`config.mk`:
```
export PLATFORM = sky130hd
export DESIGN_NAME = ckvt_ctrl
export DESIGN_NICKNAME = d
export VERILOG_FILES = /design/src/rtl/ckvt_pkg.sv /design/src/rtl/ckvt_ctrl.sv
export SDC_FILE = /design/constraint.sdc
export NUM_CORES = 1
export LEC_CHECK = 0
export BUFFER_PORTS_ARGS = -buffer_cell sky130_fd_sc_hd__buf_2
export CORE_AREA = 2 2 39 41
export DETAILED_ROUTE_END_ITERATION = 6
export DIE_AREA = 0 0 41 43
export GPL_TIMING_DRIVEN = 1
export SKIP_LAST_GASP = 1
export SYNTH_ARGS = -nofsm -noshare
export SYNTH_HDL_FRONTEND = slang
export SYNTH_SLANG_ARGS = --single-unit
```
`constraint.sdc`:
```
create_clock -name clk -period 1.75 [get_ports clk]
set_input_delay 0.525 -clock clk [delete_from_list [all_inputs] [get_ports clk]]
set_output_delay 0.525 -clock clk [all_outputs]
set_load 0.01 [all_outputs]
```
`src/rtl/ckvt_pkg.sv`:
```
// ----------------------------------------------------------------------------
// Compacting key/value table package
// Shared widths, operation and error codes, and the command and status
// bundles that pass between the controller and the datapath.
// ----------------------------------------------------------------------------
package ckvt_pkg;

    localparam int CAPACITY_DEF    = 64;
    localparam int KEY_WIDTH_DEF   = 32;
    localparam int VALUE_WIDTH_DEF = 32;

    localparam int ACTION_W    = 3;
    localparam int OUT_VALUE_W = 32;
    localparam int COUNT_W     = 7;
    localparam int ERROR_W     = 2;

    typedef logic [ACTION_W-1:0] action_t;
    typedef logic [ERROR_W-1:0]  error_t;

    localparam action_t ACT_GET   = 3'd0;
    localparam action_t ACT_WRITE = 3'd1;
    localparam action_t ACT_READ  = 3'd2;
    localparam action_t ACT_ERASE = 3'd3;
    localparam action_t ACT_CLEAR = 3'd4;

    localparam error_t ERR_OK     = 2'd0;
    localparam error_t ERR_ABSENT = 2'd1;
    localparam error_t ERR_EMPTY  = 2'd2;
    localparam error_t ERR_FULL   = 2'd3;

    typedef struct packed {
        logic load;
        logic scan_next;
        logic hit;
        logic update;
        logic shift_next;
        logic emit;
    } ckvt_cmd_t;

    typedef struct packed {
        logic need_scan;
        logic match;
        logic idx_last;
        logic erase_hit;
    } ckvt_status_t;

endpackage

```
`src/rtl/ckvt_ctrl.sv`:
```
// ----------------------------------------------------------------------------
// Compacting key/value table controller
// Sequences the search, update, compaction and result hand-off of one item.
// ----------------------------------------------------------------------------
module ckvt_ctrl
    import ckvt_pkg::*;
(
    input  logic         clk,
    input  logic         rst_n,
    input  logic         in_valid,
    output logic         in_stall,
    output logic         out_valid,
    input  logic         out_stall,
    input  ckvt_status_t status,
    output ckvt_cmd_t    cmd
);

    typedef enum logic [4:0] {
        S_IDLE   = 5'b00001,
        S_SCAN   = 5'b00010,
        S_UPDATE = 5'b00100,
        S_SHIFT  = 5'b01000,
        S_OUT    = 5'b10000
    } state_t;

    state_t state_reg;
    state_t state_next;
    logic   out_valid_reg;
    logic   out_valid_next;
    logic   can_emit;

    assign can_emit  = !out_valid_reg || !out_stall;
    assign in_stall  = (state_reg != S_IDLE);
    assign out_valid = out_valid_reg;

    always_comb
    begin
        cmd        = '0;
        state_next = state_reg;
        unique case (state_reg)
            S_IDLE:
            begin
                if (in_valid)
                begin
                    cmd.load   = 1'b1;
                    state_next = status.need_scan ? S_SCAN : S_UPDATE;
                end
            end
            S_SCAN:
            begin
                if (status.match)
                begin
                    cmd.hit    = 1'b1;
                    state_next = S_UPDATE;
                end
                else if (status.idx_last)
                begin
                    state_next = S_UPDATE;
                end
                else
                begin
                    cmd.scan_next = 1'b1;
                end
            end
            S_UPDATE:
            begin
                cmd.update = 1'b1;
                state_next = (status.erase_hit && !status.idx_last) ? S_SHIFT : S_OUT;
            end
            S_SHIFT:
            begin
                cmd.shift_next = 1'b1;
                if (status.idx_last)
                begin
                    state_next = S_OUT;
                end
            end
            S_OUT:
            begin
                if (can_emit)
                begin
                    cmd.emit   = 1'b1;
                    state_next = S_IDLE;
                end
            end
            default:
            begin
                state_next = S_IDLE;
            end
        endcase
    end

    always_comb
    begin
        if (cmd.emit)
        begin
            out_valid_next = 1'b1;
        end
        else
        begin
            out_valid_next = out_valid_reg && out_stall;
        end
    end

    always_ff @(posedge clk or negedge rst_n)
    begin
        if (!rst_n)
        begin
            state_reg     <= S_IDLE;
            out_valid_reg <= 1'b0;
        end
        else
        begin
            state_reg     <= state_next;
            out_valid_reg <= out_valid_next;
        end
    end

endmodule

```
# Word-level counts from Yosys, hierarchy flattened
# Cells that the tools add are included.
# totals
input_bits	8
ramBits	0
wordCells	38
rom_bits	0
output_inout_bits	8
ff_bits	6
latchBits	0
mem_count	0
# classes
mux	19
n_shift	0
n_lt_le_gt_ge	0
n_reduce_logical	7
n_bitwise	0
n_div	0
n_addsub	0
n_eq_ne	10
mul	0
# ops
cell	n
$mux W5	6
$pmux W5 S5	1
$mux W1	10
$ne A2 B2 Y1 const B	3
$eq A5 B1 Y1 const B	1
$eq A5 B2 Y1 const B	1
$eq A5 B3 Y1 const B	1
$eq A5 B4 Y1 const B	1
$eq A5 B5 Y1 const B	1
$ne A5 B1 Y1 const B	1
$reduce_and A4 Y1	1
$logic_not A1 Y1	3
$mux W3	1
$ne A3 B3 Y1 const B	1
$logic_and A1 B1 Y1	2
$mux W2	1
$logic_or A1 B1 Y1	1

# Depth between registers and ports, before layout
# Gate-level depths: netlist of the first run.
# depth
word_depth	5
depth_mapped	4

# Least setup slack after synthesis of the first run
# Ideal clock, no wire load.
# synth_path
kind	reg-to-output
start	register state_reg[2]
end	output port cmd[1] in the netlist's numbering
path_slack_ns	0.215
required_time_ns	1.225
path_buffers	0
stages_incl_launch_ff	3
arrival_time_ns	1.010
cell_sequence	dfrtp_1 > nand2b_1 > nor4_1
# synth_lines
element	line	source
start: declaration	ckvt_ctrl.sv:26	state_t state_reg;
start signal: assignment	ckvt_ctrl.sv:114	state_reg <= state_next;
end: declaration	ckvt_ctrl.sv:15	output ckvt_cmd_t cmd

==> results.toml, run 1 <==
[synth]
ys.flop_type = "dfrtp_1"
synth-async-reset-ratio_pct = 100.0
synth.avg_cell_area_um2 = 8.998
synth_cell_types = 24
synthesis.area_um2 = 422.9
synth.yosys.warnings = 0
synth-edff-count = 0
synthCells = 47
ys_seq_area_share_pct = 35.80
syn_nets = 55
ys_ff_latch = 6

[global_route]
grt.total_usage_pct = 17.26
grt_pass1_vias = 479
grt_max_degree = 8
globalRouteOverflowTotal = 0
grt_pass1_wl_mm = 1.973
antenna_found_initial = 0

[finish]
syn2layout_area_growth_pct = 62.43
final_area_um2 = 686.9
largest_reg_flops = 5
final_nets = 83
layout-drive-gt1-share_pct = 60.81
final_cells = 90
diodes = 0
fin_util_pct = 49.64

[timing]
max-slew-margin-rel_pct = 82.82
fmax_ghz = 0.5435
rsz0062_at_grt = "yes"
drv_slew = 0
finalClockSkew_ns = 0.0006332
worst_pin_slew_ns = 0.2537
setup_slack_ns = -0.08995
setup_viol = 7
timing.final.crit_share_pct = 105.1
fin_crit_ns = 1.840
finalHoldViolCount = 0

[place]
place_inst = 79
gp_congestion = 0.7201
pre_cts_slack_ns = 0.1539
hpwlAfterDp_um = 773.5
port_buffers = 15
dpl_cell_area_um2 = 525.5

[critical_path]
crit_path_start_kind = "flip-flop"
crit_fanout = 5
cp.required_ns = 1.22
path_class = "flip-flop to output pin"
cp_cell_sequence = "nor3_4 > and3_4 > buf_6"
cp-end-kind = "output pin"
cp.arrival_ns = 1.31
cpPeakStageDelay_ns = 0.49
slowest_stage = "dfrtp_2"

[detailed_routing]
routed-via-count = 467
drt_iter0_drc = 4
drc = 0
wirelength_mm = 1.219
first_pass_iters = 2
ant_nets = 0
avgViaCountPerCell = 5.189
wire_per_inst_um = 13.54

[outcome]
outcome = "finished, violations left"
violations = "setup timing"

[clocking]
cts_hold_buf = 0
clock-root-buffer = "clkbuf_4"
cts_tree = "yes"
ctsHtreeMaxLevel = 1
clock_path_buffers = 2
clock-sinks = 6
path_clk_slew_ns = 0.05
clkLatencyLatePin_ns = 0.25
cts_buffers = 3

[power]
power_density_mw_per_mm2 = 1536
finalPower_mw = 1.055
power.leakage_nw = 0.3152
ir_worst_vdd_mv = 0.6970

[die]
rows = 14
start_util_pct = 30.56
coreArea_mm2 = 0.001384
die_h_um = 43
die_x_um = 41
fp.dieArea_mm2 = 0.001763
ios = 16

[flow_run]
cap_viol_max_count = 0

[worst_hold_path]
hold_path.class = "input port to asynchronous set/reset pin"
worst paths after layout:
kind	start	end	slack [ns]	cells after the start
min reg2reg	state_reg[0]	state_reg[1]	0.60	2
max	state_reg[4]	cmd[3]	-0.09	3
max reg2reg	state_reg[2]	state_reg[1]	0.28	6
max in group asynchronous	rst_n	state_reg[0]	1.44	1
min in group clk	status[1]	state_reg[3]	0.48	2
min	rst_n	out_valid	0.09	1
layout make-up:
cell class,instances,area [µm²]
inverters,2,7.507
flip-flops and latches,6,156.4
repair buffers,23,141.4
fillers,139,696.9
clock buffers,4,26.28
well taps,16,20.02
multi-input cells,39,335.3
critical path: cells and delay by family, from the launching register on:
family	cells	cell delay (ns)
buffers and inverters	1	0.09
flip-flops	1	0.49
AND/OR/NAND/NOR	2	0.49
what timing repair did:
action                     4_1_cts  5_1_grt
pin swaps                        4        6
setup endpoints to repair        7        7
resized for setup               13        3
buffers inserted                 6        1
gates cloned                     0        0
routing by layer:
metal,up-vias,part of all wire [%],track usage (%)
met3,5,5.5,6.806
met1,224,38,16.34
li1,225,-,-
met2,13,53,28.13
met4,0,2.9,12.00
met5,-,0,0
Yosys cell counts (2+ instances only):
library cell  instances  area [µm²]
nor2_1                7       26.28
dfrtp_1               5       125.1
nand2b_1              3       18.77
nor2b_1               3       18.77
o21ai_1               3       15.01
inv_1                 2       7.510
nand2_1               2       7.510
nand3_1               2       10.01
nand4_1               2       12.51
nor2_2                2       12.51
nor4_1                2       12.51
o21ai_0               2       10.01
power breakdown:
group	internal (mW)	switching, mW
Clock	0.0867	0.0556
Combinational	0.301	0.302
Sequential	0.197	0.113
stage by stage:
stage / TNS, ns / hold slack [ns]
after floorplan: 0 / 0.2294
after global placement: 0 / 0.3528
after detailed placement: 0 / 0.3543
after CTS: -0.2310 / 0.08507
after global routing: -0.7647 / 0.08771
final: -0.3867 / 0.08903
cell usage in the layout (no fill, tap or decap), types with 3 or more instances in the layout:
| master | instances |
|---|---|
| clkbuf_4 | 3 |
| nor2_1 | 7 |
| buf_4 | 8 |
| nor2b_1 | 3 |
| dfrtp_2 | 4 |
| buf_2 | 14 |
| o21ai_1 | 3 |
cell families (layout without fill, tap and decap cells):
kind of cell / Yosys count / in the layout / share of synthesized area, %
DFF: 6 / 6 / 35.80
and+or+nand+nor: 30 / 30 / 44.09
buffers and inverters: 2 / 29 / 1.776
AOI/OAI and AO/OA: 9 / 9 / 18.34
Note: power is estimated with default switching activity, not from simulation.
==> run 2, diff against run 1 <==
SKIP_CTS_REPAIR_TIMING = 1   (was not set)
==> results.toml, run 2 (synthesis results as in run 1) <==
[outcome]
outcome = "finished, violations left"
violations = "setup timing"

[global_route]
globalRouteOverflowTotal = 0
grt_pass1_wl_mm = 1.552
grt_pass1_vias = 394
grt_max_degree = 9
grt.total_usage_pct = 13.54
antenna_found_initial = 0

[timing]
rsz0062_at_grt = "yes"
fin_tns_setup_ns = -0.3766
finalHoldViolCount = 0
max-slew-margin-rel_pct = 79.95
drv_slew = 0
timing.final.crit_share_pct = 107.2
finalClockSkew_ns = 0.001893
worst_pin_slew_ns = 0.2982
fin_crit_ns = 1.876
hold-worst-slack_ns = 0.08525
setup_viol = 6
fmax_ghz = 0.5330
setup_slack_ns = -0.1263

[critical_path]
rr_endpoint = "state_reg[4]"
crit_fanout = 7
crit_path_start_kind = "flip-flop"
slowest_stage = "dfrtp_2"
rrSetupSlack_ns = 0.40
ff2ff_path_depth = 5
cp.arrival_ns = 1.35
path_class = "flip-flop to output pin"
cp.required_ns = 1.22
cp_cell_sequence = "nand2b_1 > nor4_2 > buf_2"
cpPeakStageDelay_ns = 0.47
r2r_start = "state_reg[3]"
cp-end-kind = "output pin"

[finish]
diodes = 0
nFillCells = 139
syn2layout_area_growth_pct = 51.18
layout.cells.most_common = "buf_2"
layout-drive-gt1-share_pct = 56.52
final_cell_mix = "buf_2 (13), nor2_1 (7), dfrtp_2 (4)"
final_nets = 78
final_area_um2 = 639.4
final_cells = 85
largest_reg_flops = 5

[die]
die_x_um = 41
rows = 14
die_h_um = 43
fp.dieArea_mm2 = 0.001763
start_util_pct = 30.56
coreArea_mm2 = 0.001384
ios = 16

[detailed_routing]
routed-via-count = 432
wirelength_mm = 1.048
wire_per_inst_um = 12.33
first_pass_iters = 4
avgViaCountPerCell = 5.082
drt_iter0_drc = 3
ant_nets = 0
drc = 0

[clocking]
cts_tree = "yes"
cts_buffers = 3
path_clk_slew_ns = 0.05
clkLatencyLatePin_ns = 0.25
clock_path_buffers = 2
clock-root-buffer = "clkbuf_4"
ctsHtreeMaxLevel = 1
clock-sinks = 6

[flow_run]
cap_viol_max_count = 0

[place]
hpwlAfterDp_um = 773.5
gp_congestion = 0.7201
place_inst = 79
port_buffers = 15
dpl_cell_area_um2 = 525.5

[power]
power.leakage_nw = 0.2893
power_density_mw_per_mm2 = 1549
ir_worst_vdd_mv = 0.6630

[worst_hold_path]
hold_path.class = "input port to asynchronous set/reset pin"
[run 2: cell types whose count changed in the layout (fill, tap and decap cells not counted)]
cell / delta
buf_2: -1
buf_6: +1
nand2b_4: -1
nor4_4: -1
buf_4: -5
nor4_2: +1
nand2b_1: +1
[run 2: layout make-up]
class | instances | area, µm² | share of cell area [%]
Multi-Input combinational cell | 39 | 319.1 | 49.90
Sequential cell | 6 | 156.4 | 24.46
Timing Repair Buffer | 18 | 110.1 | 17.22
Clock buffer | 4 | 26.28 | 4.110
Tap cell | 16 | 20.02 | 3.131
Inverter | 2 | 7.507 | 1.174
[run 2: report_power, final]
| part | switching (mW) | internal (mW) | leakage, nW |
|---|---|---|---|
| Clock | 0.0566 | 0.0868 | 0.0150 |
| Sequential | 0.118 | 0.197 | 0.0725 |
| Combinational | 0.258 | 0.274 | 0.202 |
| Total | 0.433 | 0.558 | 0.289 |
[run 2: how the worst max path moves through the flow]
stage                  from     end  slack, ns  depth (start not counted)
2_1_floorplan  state_reg[2]  cmd[1]       0.21                          2
3_3_place_gp   state_reg[4]  cmd[4]       0.15                          4
3_5_place_dp   state_reg[2]  cmd[1]       0.15                          3
4_1_cts        state_reg[2]  cmd[1]      -0.12                          3
5_1_grt        state_reg[3]  cmd[2]      -0.20                          3
6_report       state_reg[3]  cmd[2]      -0.13                          3
[run 2: metal layers]
metal / track usage (%) / wire length, µm
met5: 0 / 0
met4: 8.000 / 20
met3: 6.283 / 49
met2: 20.00 / 555
met1: 15.08 / 423
[run 2: worst max-delay path, delay by kind of cell, from the launching register on]
kind	cells	cell delay, ns
buf+inv	1	0.20
flops	1	0.47
simple gates	2	0.43
[run 2: per-stage QoR]
step | util (%) | worst slack [ns] | power [mW]
floorplan | - | 0.2149 | 0.5675
detailed placement | 37.97 | 0.1539 | 0.6837
finish | 46.20 | -0.1263 | 0.9905
global placement | 37.97 | 0.1505 | 0.6806
CTS | 39.87 | -0.1247 | 0.8312
global route | 46.20 | -0.2003 | 1.056
==> run 3, diff against run 2 <==
==> constraint.sdc (replaced) <==
create_clock -name clk -period 1.75 [get_ports clk]
set_input_delay 0.175 -clock clk [delete_from_list [all_inputs] [get_ports clk]]
set_output_delay 0.175 -clock clk [all_outputs]
set_load 0.01 [all_outputs]
==> results.toml, run 3 (synthesis results as in run 1) <==
[power]
power_density_mw_per_mm2 = 1479
p_clk_share_pct = 17.3
power.leakage_nw = 0.2779
p_int_mw = 0.4579
switching_share_pct = 44.15
p_seq_share_pct = 33.7
ir_worst_vdd_mv = 0.6079
power.switching_mw = 0.3620
pwr-share-comb_pct = 49.0

[critical_path]
cp-end-kind = "output pin"
rrSetupSlack_ns = 0.42
crit_fanout = 7
worstSetupStartpoint = "state_reg[4]"
r2r_start = "state_reg[4]"
cp_cell_sequence = "nor3_2 > nand3_2 > inv_1 > buf_2"
cp.arrival_ns = 1.40
cpLargestDelayFamily = "simple AND/OR/NAND/NOR gates"
cp.required_ns = 1.57
path_buf_inv = 2
path_class = "flip-flop to output pin"
slowest_stage = "dfrtp_1"
cpPeakStageDelay_ns = 0.46
crit_path_start_kind = "flip-flop"

[global_route]
top_usage_layer = "met2"
grt_pass1_vias = 382
met2_usage_pct = 21.56
antenna_found_initial = 0
globalRouteOverflowTotal = 0
grt_use_met1_pct = 16.67
grt_max_degree = 9
grt_util_met3_pct = 9.424
grt.total_usage_pct = 14.53
grt_pass1_wl_mm = 1.649

[timing]
fin_crit_ns = 1.577
finalHoldViolCount = 0
rsz0062_at_grt = "no"
finalClockSkew_ns = 0.001844
drv_slew = 0
worst_pin_slew_ns = 0.3475
max-slew-margin-rel_pct = 76.62
setup_slack_ns = 0.1734
setup_viol = 0
fmax_ghz = 0.6343
fin_tns_setup_ns = 0
timing.final.crit_share_pct = 90.09

[die]
fp.dieArea_mm2 = 0.001763
die_x_um = 41
die_h_um = 43
ios = 16
coreArea_mm2 = 0.001384
rows = 14
start_util_pct = 30.56

[clocking]
clkLatencyLatePin_ns = 0.25
clock-sinks = 6
clock_path_buffers = 2
ctsHtreeMaxLevel = 1
path_clk_slew_ns = 0.05
cts_tree = "yes"
clock-root-buffer = "clkbuf_4"
cts_buffers = 3

[finish]
nFillCells = 150
final_nets = 76
layout.cells.most_common = "buf_2"
layout-drive-gt1-share_pct = 40.30
syn2layout_area_growth_pct = 31.07
final_cell_mix = "buf_2 (15), nor2_1 (7), dfrtp_1 (5)"
largest_reg_flops = 5
diodes = 0

[detailed_routing]
ant_nets = 0
avgViaCountPerCell = 5.024
drc = 0
wirelength_um = 973
first_pass_iters = 4
drt_iter0_drc = 13
routed-via-count = 417
wire_per_inst_um = 11.72

[worst_hold_path]
hold_start = "status[1]"
hold_path.class = "input port to flip-flop"

[flow_run]
cap_viol_max_count = 0

[place]
pre_cts_slack_ns = 0.4131
gp_congestion = 0.7419
port_buffers = 15
hpwlAfterDp_um = 790.7

[outcome]
outcome = "complete, no violations"
## run 3: cell count changes in the layout (fill, tap and decap cells not counted), moves of 2 or more
cell and change:
nor2_2 +2, buf_6 -2, buf_2 +2, nor4_1 +2, nor2_4 -2, buf_4 -3
dfrtp_1 +4, dfrtp_2 -4
## run 3: cell type report
cell class / count / area (µm²) / area share [%]
repair buffers: 16 / 85.08 / 15.35
well taps: 16 / 20.02 / 3.612
inverters: 2 / 7.507 / 1.354
flip-flops and latches: 6 / 151.4 / 27.31
multi-input cells: 39 / 264.0 / 47.63
clock buffers: 4 / 26.28 / 4.740
## run 3: worst reg2reg max path: stages, from the launching register on
cell and delay, ns:
dfrtp_1 0.46, nor3_2 0.31, nand3_1 0.19, o2111ai_4 0.15, o21ai_1 0.11
## run 3: power groups by stage
stage               logic (mW)  clock network (mW)  registers (mW)
floorplan                0.309                   0           0.259
global placement         0.401                   0           0.277
detailed placement       0.404                   0           0.276
CTS                      0.405               0.150           0.274
global route             0.460               0.164           0.286
finish                   0.402               0.142           0.276
## run 3: per-stage QoR
step	util, %	instances	hold slack [ns]	total power [mW]	area (µm²)
after detailed placement	37.43	78	0.009197	0.6797	518.0
after global routing	40.05	83	0.1212	0.9105	554.3
final	40.05	83	0.1304	0.8198	554.3
after floorplan	-	47	-0.1206	0.5675	422.9
after global placement	37.43	78	0.006905	0.6778	518.0
after CTS	39.33	82	-0.2591	0.8294	544.3
## run 3: worst paths after layout
kind	to	cells after the start
min reg2reg	state_reg[1]	2
max in group asynchronous	state_reg[0]	2
max reg2reg	state_reg[4]	4
min	state_reg[3]	2
min in group asynchronous	state_reg[2]	2
max	cmd[4]	4
## run 3: per-layer routing
| layer | part of all wire, % | vias to the layer above |
|---|---|---|
| li1 | - | 211 |
| met1 | 40 | 189 |
| met2 | 51 | 15 |
| met3 | 8.0 | 2 |
| met4 | 0.72 | 0 |
| met5 | 0 | - |
